File: config.mk
export PLATFORM = sky130hd
export DESIGN_NAME = button_press_classifier_core_flat
export DESIGN_NICKNAME = d
export VERILOG_FILES = /design/src/hw/rtl/bpc_pkg.sv /design/src/hw/rtl/bpc_if.sv /design/src/hw/rtl/bpc_regs.sv /design/src/hw/rtl/bpc_time_mem.sv /design/src/hw/rtl/bpc_seq.sv /design/src/hw/rtl/button_press_classifier_core.sv /design/src/flat_wrapper.sv
export VERILOG_INCLUDE_DIRS = /design/src /design/src/hw/rtl
export SDC_FILE = /design/constraint.sdc
export NUM_CORES = 1
export LEC_CHECK = 0
export BUFFER_PORTS_ARGS = -buffer_cell sky130_fd_sc_hd__buf_4
export CAP_MARGIN = 10
export CORE_MARGIN = 10
export CORE_UTILIZATION = 67
export DETAILED_ROUTE_END_ITERATION = 10
export PLACE_DENSITY = 0.83
export SLEW_MARGIN = 15
export SYNTH_ARGS = -nofsm -noshare
export SYNTH_HDL_FRONTEND = slang
export SYNTH_HIERARCHICAL = 1
export SYNTH_SLANG_ARGS = --single-unit
File: constraint.sdc
create_clock -name clk -period 13.3 [get_ports clk]
set_clock_uncertainty 0.05 [all_clocks]
set_input_delay 1.995 -clock clk [delete_from_list [all_inputs] [get_ports clk]]
set_output_delay 1.995 -clock clk [all_outputs]
set_load 0.005 [all_outputs]
File: src/hw/rtl/assert_macros.svh
// Assertion macros used by the core top level
`ifndef ASSERT_MACROS_SVH
`define ASSERT_MACROS_SVH

// clocked, reset-qualified property check
`define BPC_ASSERT(label, ck, rn, prop, msg) \
    label: assert property (@(posedge ck) disable iff (!rn) prop) else $error(msg);

// same check on the default clk and rst_n of the enclosing module
`define BPC_ASSERT_DEF(label, prop, msg) `BPC_ASSERT(label, clk, rst_n, prop, msg)

`endif

File: src/hw/rtl/bpc_pkg.sv
// Types, constants and codes of the button press classifier
package bpc_pkg;

    localparam int TIME_W        = 32;
    localparam int PIN_W         = 4;
    localparam int PORT_PINS     = 16;
    localparam int PIN_COUNT_DEF = 16;
    localparam int APB_ADDR_W    = 4;
    localparam int APB_DATA_W    = 32;

    localparam logic [31:0] EDGE_MODES_RST = 32'd0;
    localparam logic [15:0] LP_MASK_RST    = 16'd0;
    localparam logic [31:0] LP_MS_RST      = 32'd1000;
    localparam logic [15:0] HOLDOFF_RST    = 16'd60;

    typedef enum logic [1:0] {
        MODE_UNUSED = 2'd0,
        MODE_POS    = 2'd1,
        MODE_NEG    = 2'd2,
        MODE_ANY    = 2'd3
    } mode_t;

    typedef enum logic [1:0] {
        KIND_SHORT = 2'd0,
        KIND_LONG  = 2'd1,
        KIND_ANY   = 2'd2
    } kind_t;

    typedef enum logic [1:0] {
        REG_EDGE_MODES = 2'd0,
        REG_LP_MASK    = 2'd1,
        REG_LP_MS      = 2'd2,
        REG_HOLDOFF    = 2'd3
    } reg_idx_t;

    typedef struct packed {
        logic [31:0] edge_modes;
        logic [15:0] long_press_mask;
        logic [31:0] long_press_ms;
        logic [15:0] holdoff_ms;
    } cfg_t;

    typedef struct packed {
        logic              we;
        logic              re;
        logic [PIN_W-1:0]  addr;
        logic [TIME_W-1:0] wdata;
    } mem_req_t;

    typedef struct packed {
        logic rep_pending;
    } seq_stat_t;

endpackage

File: src/hw/rtl/bpc_if.sv
// Snapshot and event channel interfaces
interface bpc_in_if;
    logic        valid;
    logic        ready;
    logic [15:0] intr_flags;
    logic [15:0] captured_levels;
    logic [31:0] now_ms;

    modport source (output valid, intr_flags, captured_levels, now_ms, input ready);
    modport sink (input valid, intr_flags, captured_levels, now_ms, output ready);
endinterface

interface bpc_out_if;
    logic       valid;
    logic       ready;
    logic [3:0] pin_number;
    logic [1:0] event_kind;
    logic       pin_level;
    logic       last_event;

    modport source (output valid, pin_number, event_kind, pin_level, last_event, input ready);
    modport sink (input valid, pin_number, event_kind, pin_level, last_event, output ready);
endinterface

File: src/hw/rtl/bpc_regs.sv
// APB configuration registers
module bpc_regs
    import bpc_pkg::*;
(
    input  logic                  clk,
    input  logic                  rst_n,
    input  logic                  psel,
    input  logic                  penable,
    input  logic                  pwrite,
    input  logic [APB_ADDR_W-1:0] paddr,
    input  logic [APB_DATA_W-1:0] pwdata,
    output logic [APB_DATA_W-1:0] prdata,
    output logic                  pready,
    output cfg_t                  cfg
);

    cfg_t     cfg_reg;
    reg_idx_t idx;
    logic     wr_en;

    assign idx    = reg_idx_t'(paddr[3:2]);
    assign pready = 1'b1;
    assign wr_en  = psel && penable && pwrite && pready;
    assign cfg    = cfg_reg;

    always_ff @(posedge clk or negedge rst_n)
    begin
        if (!rst_n)
        begin
            cfg_reg.edge_modes      <= EDGE_MODES_RST;
            cfg_reg.long_press_mask <= LP_MASK_RST;
            cfg_reg.long_press_ms   <= LP_MS_RST;
            cfg_reg.holdoff_ms      <= HOLDOFF_RST;
        end
        else if (wr_en)
        begin
            unique case (idx)
                REG_EDGE_MODES: cfg_reg.edge_modes      <= pwdata;
                REG_LP_MASK:    cfg_reg.long_press_mask <= pwdata[15:0];
                REG_LP_MS:      cfg_reg.long_press_ms   <= pwdata;
                REG_HOLDOFF:    cfg_reg.holdoff_ms      <= pwdata[15:0];
                default:        ;
            endcase
        end
    end

    always_comb
    begin
        unique case (idx)
            REG_EDGE_MODES: prdata = cfg_reg.edge_modes;
            REG_LP_MASK:    prdata = {16'd0, cfg_reg.long_press_mask};
            REG_LP_MS:      prdata = cfg_reg.long_press_ms;
            REG_HOLDOFF:    prdata = {16'd0, cfg_reg.holdoff_ms};
            default:        prdata = '0;
        endcase
    end

endmodule

File: src/hw/rtl/bpc_time_mem.sv
// Press time memory, one entry per pin, registered read
module bpc_time_mem
    import bpc_pkg::*;
#(
    parameter int NPINS = PIN_COUNT_DEF
)
(
    input  logic              clk,
    input  logic              rst_n,
    input  mem_req_t          req,
    output logic [TIME_W-1:0] rdata
);

    localparam int IDX_W = (NPINS > 1) ? $clog2(NPINS) : 1;

    logic [TIME_W-1:0] time_mem_reg [NPINS];
    logic [NPINS-1:0]  valid_reg;
    logic [TIME_W-1:0] rdata_reg;
    logic [IDX_W-1:0]  idx;

    assign idx   = req.addr[IDX_W-1:0];
    assign rdata = rdata_reg;

    always_ff @(posedge clk)
    begin
        if (req.we)
        begin
            time_mem_reg[idx] <= req.wdata;
        end
        if (req.re)
        begin
            rdata_reg <= valid_reg[idx] ? time_mem_reg[idx] : '0;
        end
    end

    always_ff @(posedge clk or negedge rst_n)
    begin
        if (!rst_n)
        begin
            valid_reg <= '0;
        end
        else if (req.we)
        begin
            valid_reg[idx] <= 1'b1;
        end
    end

endmodule

File: src/hw/rtl/bpc_seq.sv
// Snapshot sequencer: holdoff, pin scan and event classification
module bpc_seq
    import bpc_pkg::*;
#(
    parameter int NPINS = PIN_COUNT_DEF
)
(
    input  logic              clk,
    input  logic              rst_n,
    input  cfg_t              cfg,
    bpc_in_if.sink            in_ch,
    bpc_out_if.source         out_ch,
    output mem_req_t          mem_req,
    input  logic [TIME_W-1:0] mem_rdata,
    output seq_stat_t         stat
);

    localparam int IDX_W = (NPINS > 1) ? $clog2(NPINS) : 1;

    typedef enum logic [2:0] {
        S_IDLE = 3'b001,
        S_SCAN = 3'b010,
        S_WAIT = 3'b100
    } state_t;

    state_t            state_reg, state_next;
    logic [NPINS-1:0]  press_rem_reg, press_rem_next;
    logic [NPINS-1:0]  rep_rem_reg, rep_rem_next;
    logic [NPINS-1:0]  levels_reg, levels_next;
    logic [TIME_W-1:0] now_reg, now_next;
    logic [TIME_W-1:0] last_acc_reg, last_acc_next;
    logic [IDX_W-1:0]  pin_reg, pin_next;
    logic              out_valid_reg, out_valid_next;
    logic [PIN_W-1:0]  out_pin_reg, out_pin_next;
    kind_t             out_kind_reg, out_kind_next;
    logic              out_level_reg, out_level_next;
    logic              out_last_reg, out_last_next;

    logic [NPINS-1:0]  press_mask, rep_mask, work, sel_bit;
    logic [IDX_W-1:0]  sel;
    mode_t             sel_mode;
    logic [TIME_W-1:0] gap, held;
    logic              slot_free, accept;

    always_comb
    begin
        mode_t m;
        logic  f;
        logic  l;
        for (int p = 0; p < NPINS; p++)
        begin
            m = mode_t'(cfg.edge_modes[2*p +: 2]);
            f = in_ch.intr_flags[p];
            l = in_ch.captured_levels[p];
            press_mask[p] = f && ((m == MODE_POS && !l) || (m == MODE_NEG && l));
            rep_mask[p]   = f && ((m == MODE_POS && l) || (m == MODE_NEG && !l)
                                  || m == MODE_ANY);
        end
    end

    always_comb
    begin
        sel = '0;
        for (int i = NPINS - 1; i >= 0; i--)
        begin
            if (work[i])
            begin
                sel = IDX_W'(i);
            end
        end
    end

    assign work      = press_rem_reg | rep_rem_reg;
    assign sel_bit   = NPINS'(1) << sel;
    assign sel_mode  = mode_t'(cfg.edge_modes[{sel, 1'b0} +: 2]);
    assign gap       = in_ch.now_ms - last_acc_reg;
    assign held      = now_reg - mem_rdata;
    assign slot_free = !out_valid_reg || out_ch.ready;
    assign accept    = in_ch.valid && in_ch.ready;

    assign in_ch.ready       = (state_reg == S_IDLE);
    assign out_ch.valid      = out_valid_reg;
    assign out_ch.pin_number = out_pin_reg;
    assign out_ch.event_kind = out_kind_reg;
    assign out_ch.pin_level  = out_level_reg;
    assign out_ch.last_event = out_last_reg;
    assign stat.rep_pending  = |rep_rem_reg;

    always_comb
    begin
        state_next     = state_reg;
        press_rem_next = press_rem_reg;
        rep_rem_next   = rep_rem_reg;
        levels_next    = levels_reg;
        now_next       = now_reg;
        last_acc_next  = last_acc_reg;
        pin_next       = pin_reg;
        out_valid_next = out_valid_reg && !out_ch.ready;
        out_pin_next   = out_pin_reg;
        out_kind_next  = out_kind_reg;
        out_level_next = out_level_reg;
        out_last_next  = out_last_reg;
        mem_req        = '0;

        unique case (state_reg)
            S_IDLE:
            begin
                if (accept && gap >= {16'd0, cfg.holdoff_ms})
                begin
                    last_acc_next  = in_ch.now_ms;
                    now_next       = in_ch.now_ms;
                    levels_next    = in_ch.captured_levels[NPINS-1:0];
                    press_rem_next = press_mask;
                    rep_rem_next   = rep_mask;
                    state_next     = S_SCAN;
                end
            end
            S_SCAN:
            begin
                if (work == '0)
                begin
                    state_next = S_IDLE;
                end
                else if (press_rem_reg[sel])
                begin
                    mem_req.we     = 1'b1;
                    mem_req.addr   = PIN_W'(sel);
                    mem_req.wdata  = now_reg;
                    press_rem_next = press_rem_reg & ~sel_bit;
                end
                else if (sel_mode == MODE_ANY)
                begin
                    if (slot_free)
                    begin
                        out_valid_next = 1'b1;
                        out_pin_next   = PIN_W'(sel);
                        out_kind_next  = KIND_ANY;
                        out_level_next = levels_reg[sel];
                        out_last_next  = (rep_rem_reg & ~sel_bit) == '0;
                        rep_rem_next   = rep_rem_reg & ~sel_bit;
                    end
                end
                else
                begin
                    mem_req.re   = 1'b1;
                    mem_req.addr = PIN_W'(sel);
                    pin_next     = sel;
                    state_next   = S_WAIT;
                end
            end
            S_WAIT:
            begin
                if (slot_free)
                begin
                    out_valid_next = 1'b1;
                    out_pin_next   = PIN_W'(pin_reg);
                    out_kind_next  = (held <= cfg.long_press_ms
                                      || !cfg.long_press_mask[pin_reg])
                                     ? KIND_SHORT : KIND_LONG;
                    out_level_next = levels_reg[pin_reg];
                    out_last_next  = (rep_rem_reg & ~(NPINS'(1) << pin_reg)) == '0;
                    rep_rem_next   = rep_rem_reg & ~(NPINS'(1) << pin_reg);
                    state_next     = S_SCAN;
                end
            end
            default:
            begin
                state_next = S_IDLE;
            end
        endcase
    end

    always_ff @(posedge clk or negedge rst_n)
    begin
        if (!rst_n)
        begin
            state_reg     <= S_IDLE;
            press_rem_reg <= '0;
            rep_rem_reg   <= '0;
            last_acc_reg  <= '0;
            out_valid_reg <= 1'b0;
        end
        else
        begin
            state_reg     <= state_next;
            press_rem_reg <= press_rem_next;
            rep_rem_reg   <= rep_rem_next;
            last_acc_reg  <= last_acc_next;
            out_valid_reg <= out_valid_next;
        end
    end

    always_ff @(posedge clk)
    begin
        levels_reg    <= levels_next;
        now_reg       <= now_next;
        pin_reg       <= pin_next;
        out_pin_reg   <= out_pin_next;
        out_kind_reg  <= out_kind_next;
        out_level_reg <= out_level_next;
        out_last_reg  <= out_last_next;
    end

endmodule

File: src/hw/rtl/button_press_classifier_core.sv
// Top level of the button press classifier
//
//   channel  direction  handshake              payload
//   in_ch    sink       valid/ready            intr_flags, captured_levels, now_ms
//   out_ch   source     valid/ready            pin_number, event_kind, pin_level, last_event
//   apb      slave      psel/penable, pready=1 paddr, pwdata, prdata
//
// A snapshot is accepted in S_IDLE; S_SCAN then handles each flagged press pin (write of the
// press time) or any-edge pin, and each release pin via a memory read and S_WAIT, then returns idle.
// One snapshot is in work at a time; in_ch.ready is high only when the scan is done.
// A full output register stalls the scan; the pending event waits there.
// rst_n clears the control state and the memory's valid bits at once.
`include "assert_macros.svh"

module button_press_classifier_core
    import bpc_pkg::*;
#(
    parameter int PIN_COUNT = PIN_COUNT_DEF
)
(
    input  logic                  clk,
    input  logic                  rst_n,
    bpc_in_if.sink                in_ch,
    bpc_out_if.source             out_ch,
    input  logic                  psel,
    input  logic                  penable,
    input  logic                  pwrite,
    input  logic [APB_ADDR_W-1:0] paddr,
    input  logic [APB_DATA_W-1:0] pwdata,
    output logic [APB_DATA_W-1:0] prdata,
    output logic                  pready
);

    localparam int NPINS = (PIN_COUNT < PORT_PINS) ? PIN_COUNT : PORT_PINS;

    cfg_t              cfg;
    mem_req_t          mem_req;
    logic [TIME_W-1:0] mem_rdata;
    seq_stat_t         stat;

    bpc_regs u_regs (
        .clk     (clk),
        .rst_n   (rst_n),
        .psel    (psel),
        .penable (penable),
        .pwrite  (pwrite),
        .paddr   (paddr),
        .pwdata  (pwdata),
        .prdata  (prdata),
        .pready  (pready),
        .cfg     (cfg)
    );

    bpc_time_mem #(.NPINS(NPINS)) u_mem (
        .clk   (clk),
        .rst_n (rst_n),
        .req   (mem_req),
        .rdata (mem_rdata)
    );

    bpc_seq #(.NPINS(NPINS)) u_seq (
        .clk       (clk),
        .rst_n     (rst_n),
        .cfg       (cfg),
        .in_ch     (in_ch),
        .out_ch    (out_ch),
        .mem_req   (mem_req),
        .mem_rdata (mem_rdata),
        .stat      (stat)
    );

    `BPC_ASSERT_DEF(a_idle_no_reports, in_ch.ready |-> !stat.rep_pending, "ready with events left")
    `BPC_ASSERT_DEF(a_kind_valid, out_ch.valid |-> out_ch.event_kind != 2'd3, "bad event kind")
    `BPC_ASSERT_DEF(a_long_masked, out_ch.valid && out_ch.event_kind == KIND_LONG |-> cfg.long_press_mask[out_ch.pin_number], "long press on unmasked pin")

endmodule
File: src/flat_wrapper.sv
// flat-port wrapper written by rule: the top's interface ports become plain ports
module button_press_classifier_core_flat import bpc_pkg::*;
#(
    parameter int PIN_COUNT = PIN_COUNT_DEF
)
  (clk, rst_n, psel, penable, pwrite, paddr, pwdata, prdata, pready, in_ch_valid, in_ch_intr_flags, in_ch_captured_levels, in_ch_now_ms, in_ch_ready, out_ch_valid, out_ch_pin_number, out_ch_event_kind, out_ch_pin_level, out_ch_last_event, out_ch_ready);
  bpc_in_if in_ch_i ();
  bpc_out_if out_ch_i ();
  input  logic clk;
  input  logic rst_n;
  input  logic psel;
  input  logic penable;
  input  logic pwrite;
  input  logic [APB_ADDR_W-1:0] paddr;
  input  logic [APB_DATA_W-1:0] pwdata;
  output logic [APB_DATA_W-1:0] prdata;
  output logic pready;
  input wire logic [$bits(in_ch_i.valid)-1:0] in_ch_valid;
  input wire logic [$bits(in_ch_i.intr_flags)-1:0] in_ch_intr_flags;
  input wire logic [$bits(in_ch_i.captured_levels)-1:0] in_ch_captured_levels;
  input wire logic [$bits(in_ch_i.now_ms)-1:0] in_ch_now_ms;
  output wire logic [$bits(in_ch_i.ready)-1:0] in_ch_ready;
  output wire logic [$bits(out_ch_i.valid)-1:0] out_ch_valid;
  output wire logic [$bits(out_ch_i.pin_number)-1:0] out_ch_pin_number;
  output wire logic [$bits(out_ch_i.event_kind)-1:0] out_ch_event_kind;
  output wire logic [$bits(out_ch_i.pin_level)-1:0] out_ch_pin_level;
  output wire logic [$bits(out_ch_i.last_event)-1:0] out_ch_last_event;
  input wire logic [$bits(out_ch_i.ready)-1:0] out_ch_ready;
  assign in_ch_i.valid = in_ch_valid;
  assign in_ch_i.intr_flags = in_ch_intr_flags;
  assign in_ch_i.captured_levels = in_ch_captured_levels;
  assign in_ch_i.now_ms = in_ch_now_ms;
  assign in_ch_ready = in_ch_i.ready;
  assign out_ch_valid = out_ch_i.valid;
  assign out_ch_pin_number = out_ch_i.pin_number;
  assign out_ch_event_kind = out_ch_i.event_kind;
  assign out_ch_pin_level = out_ch_i.pin_level;
  assign out_ch_last_event = out_ch_i.last_event;
  assign out_ch_i.ready = out_ch_ready;
  button_press_classifier_core #(.PIN_COUNT(PIN_COUNT)) u_core (.clk(clk), .rst_n(rst_n), .in_ch(in_ch_i), .out_ch(out_ch_i), .psel(psel), .penable(penable), .pwrite(pwrite), .paddr(paddr), .pwdata(pwdata), .prdata(prdata), .pready(pready));
endmodule
# Word-level counts from Yosys, hierarchy flattened
# Memory sizes are Yosys's and may differ from the RTL's. A register that Yosys moved wholly into a read port is not among the register bits.
# Index checks and enable logic that the tools add are counted.
dict set report classes {
  addsub 2
  reduce_logical 189
  shift 3
  mux 85
  bitwise 10
  n_lt_le_gt_ge 6
  eq_ne 64
}
# cell n
set ops {}
lappend ops {{16-bit 2-to-1 mux} 9}
lappend ops {{32-bit case mux with 4 select lines} 1}
lappend ops {{1-bit logical AND} 102}
lappend ops {{4-bit 2-to-1 mux} 22}
lappend ops {{38-bit 2-to-1 mux} 2}
lappend ops {{2-bit == test, second input constant} 35}
lappend ops {{32-bit subtractor} 2}
lappend ops {{1-bit logical OR} 50}
lappend ops {{16-bit bitwise AND} 3}
lappend ops {{16-bit logical NOT} 3}
lappend ops {{16-bit case mux with 3 select lines} 1}
lappend ops {{2-bit by 1-bit == test with 1-bit output, second input constant} 17}
lappend ops {{32-bit by 16-bit greater-or-equal comparator with 1-bit output} 1}
lappend ops {{32-bit <= comparator} 1}
lappend ops {{32-bit 2-to-1 mux} 1}
lappend ops {{16-bit NOT} 2}
lappend ops {{16-bit OR} 2}
lappend ops {{16-bit case mux with 2 select lines} 1}
lappend ops {{32-bit by 6-bit indexed part select with 2-bit output} 1}
lappend ops {{1-bit by 4-bit << shifter with 16-bit output, first input constant} 2}
lappend ops {{1-bit 2-to-1 mux} 25}
lappend ops {{1-bit binary-select mux with 4-bit select} 5}
lappend ops {{1-bit logical NOT} 20}
lappend ops {{4-bit by 5-bit < comparator with 1-bit output, second input constant} 3}
lappend ops {{23 further kinds} 48}
dict set report word_totals {
  mem_count 1
  inputBits 107
  regBits 240
  word_cells 377
  ramBits 512
}
# memory words word_bits rd rd_ports_with_merged_regs write_ports line_no
set memory_table {}
lappend memory_table {u_core.u_mem.time_mem_reg 16 32 1 1 1 bpc_time_mem.sv:16} ;# logic [TIME_W-1:0] time_mem_reg [NPINS];

# Longest topological paths before layout
dict set report depth {
  depth_word 28
  depth_mapped 24
  depth_no_buf 23
}

# Modules after synthesis
# The synthesis kept the hierarchy.
# module cells_each area_each_um2 n_inst
set by_module_without_submodules {}
lappend by_module_without_submodules {bpc_time_mem 884 21041.4 1}
lappend by_module_without_submodules {bpc_seq 1382 11787.6 1}
lappend by_module_without_submodules {bpc_regs 267 4277.9 1}

# Least setup slack after synthesis
# OpenSTA, ideal clock, no wires.
dict set report synth_path {
  kind {register -> register}
  start {register u_core.u_seq.rep_rem_reg[5]}
  end {memory u_core.u_mem.time_mem_reg[0][0], enable pin}
  setup_time_ns 0.463
  t_arrival_ns 5.764
  path_stages_with_launch 17
  slack_ns 7.023
  path_buffers 4
  path_cell_list {dfrtp_1 > buf_2 > or4_1 > or3_1 > a31oi_1 > o32a_2 > inv_2 > mux2i_1 > o311a_4 > or2_1 > nand3_1 > nor2_1 > buf_6 > buf_6 > buf_4 > or3b_1 > nor3_1}
}
# item line_no
set synth_lines {}
lappend synth_lines {{start: declaration} bpc_seq.sv:28} ;# logic [NPINS-1:0] rep_rem_reg, rep_rem_next;
lappend synth_lines {{start signal: assignment} bpc_seq.sv:187} ;# rep_rem_reg <= rep_rem_next;
lappend synth_lines {{end: declaration} bpc_time_mem.sv:16}

==> metrics.txt <==
status=finished clean; Worst R2R Setup Slack=5.49 ns; vias per inst=7.08; worst hold endpoint=u_core/u_mem/valid_reg[15]$_DFFE_PN0P_; Peak VDD IR=0.000161 V; WS Path Type=flop to flop; max-slew violations=0; Avg Cell Area, Syn=14.7 sq um; I/O pin count=150; max FFs per register=512; die area=65,200 sq um; routed wl met3=12,500 microns; # nets final=2,901; critical path data arrival time=8.04 ns; R2R Path End=u_core/u_mem/time_mem_reg[15][3]$_DFFE_PP_; # rows=86; PD cells=236 nW/um^2; Slew headroom=0.264; CTS tree=done; most frequent cells in the layout=edfxtp_1, buf_4, dfrtp_1; Worst-Skew Late Latency=0.65 ns; Sinks on Clock Net=784; top layer in use=met5; CP startpoint kind=flop; first-pass GRT wire length=163,000 microns; Hold WS=0.427 ns; Initial DRC Count=3,283; DR WL/cell=31.8 microns; initial antenna violation count=10; Synth Warn #=6; critical path endpoint category=flop; fraction of layout cells with a size suffix above 1=0.247; Syn Nets=2,748; CP max FO=69; DRT Pass-1 Iters=7; maximum buffer depth of the clock tree=3; period utilization=0.587; unrepaired setup endpoints after global routing=no; CTS resizes=0; Initial Util=0.674; setup_tns=0 ns; Area growth, synth to finish=12.3%; synthesized cell area=37,100 sq um; Final min period=7.81 ns; Core Area=55,000 sq um; GRT Total Usage=0.345; Setup Viol. Count Final=0; min-delay worst type=flop to flop; Worst-path clk slew=0.06 ns; Worst Path Required=13.53 ns; Hold Startpoint=u_core/u_mem/valid_reg[15]$_DFFE_PN0P_; Slew @ Worst Pin=1.10 ns; n_diodes=0; DRC=0; via count=24,800; Reg2Reg Depth=15; Max Cap Viol=0; f_max=128 MHz; most common cell after layout, fill and taps aside=edfxtp_1; vias in the first global route=25,000; Post-Syn Instances=2,529; Pleak=15.5 nW; DRT met1 WL=38,500 microns; H-tree depth=3; setup bufs post-CTS=0; routed wl met2=53,400 microns; grt ovf=0; DP HPWL=67,000 microns; die height=255 microns; total CTS buffers=81; drt total wl=111,000 microns; Final ANT Viol Nets=0; routability cong.=0.945; worst hold path depth=1; chip width=255 microns; pin count of the biggest net entering global routing=117; Port Buf Inserts=146; count of final hold-check violations=0; # fillers=3,116; worst r2r src=u_core/u_seq/rep_rem_reg[15]$_DFFE_PN0P_; CTS Hold Buffers Added=0; root buffer cell=clkbuf_16
metrics by stage:
stage,utilization,instances,worst slack [ns],power [mW],area (sq um)
2_1_floorplan,-,2529,7.03,6.20,37100
3_3_place_gp,0.708,3346,5.53,7.23,38900
3_5_place_dp,0.708,3346,5.42,7.36,38900
4_1_cts,0.757,3494,5.70,9.74,41600
5_1_grt,0.757,3495,5.29,10.2,41600
6_report,0.757,3495,5.49,9.82,41600
layer usage:
layer,vias up,GRT usage
li1,10100,-
met1,12300,0.436
met2,1853,0.554
met3,415,0.0711
met4,10,0.191
met5,-,0
power by group:
group | total (mW) | leakage, nW | internal (mW) | switching (mW)
clock | 2.30 | 1.29 | 1.29 | 1.01
sequential | 3.38 | 7.84 | 3.09 | 0.295
combinational | 4.14 | 6.35 | 1.57 | 2.56
total | 9.82 | 15.5 | 5.95 | 3.87
worst max path at each step:
| stage | cells past startpoint | from | end |
|---|---|---|---|
| floorplan | 16 | u_core/u_seq/rep_rem_reg[5]$_DFFE_PN0P_ | u_core/u_mem/time_mem_reg[0][0]$_DFFE_PP_ |
| global placement | 24 | in_ch_now_ms[0] | u_core/u_seq/last_acc_reg[6]$_DFFE_PN0P_ |
| detailed placement | 24 | in_ch_now_ms[0] | u_core/u_seq/last_acc_reg[5]$_DFFE_PN0P_ |
| CTS | 15 | u_core/u_seq/rep_rem_reg[6]$_DFFE_PN0P_ | u_core/u_mem/time_mem_reg[11][5]$_DFFE_PP_ |
| global route | 15 | u_core/u_seq/rep_rem_reg[15]$_DFFE_PN0P_ | u_core/u_mem/time_mem_reg[11][5]$_DFFE_PP_ |
| finish | 15 | u_core/u_seq/rep_rem_reg[15]$_DFFE_PN0P_ | u_core/u_mem/time_mem_reg[15][3]$_DFFE_PP_ |
cell type report:
class,count,area [sq um],share of cell area
clock buffer,104,2160,0.0520
sequential,784,22700,0.544
clock inverter,44,518,0.0124
inverter,150,563,0.0135
timing repair buffer,180,1370,0.0328
tap,748,936,0.0225
multi-input combinational,1485,13400,0.323
worst max-delay path, cell delays in order (launching register included):
cell and delay, ns:
dfrtp_1 0.52, or4_1 0.56, a211oi_1 0.44, o21ai_1 0.29, nand2_2 0.55, inv_2 0.32
and3_1 0.29, o311a_1 0.33, a211oi_2 0.48, or2_1 0.23, nand3_1 0.21, nor2_4 0.50
buf_4 0.90, nand3_1 0.60, nor2_4 0.54, buf_4 0.57
No activity file was read; power rests on OpenSTA's default activity.
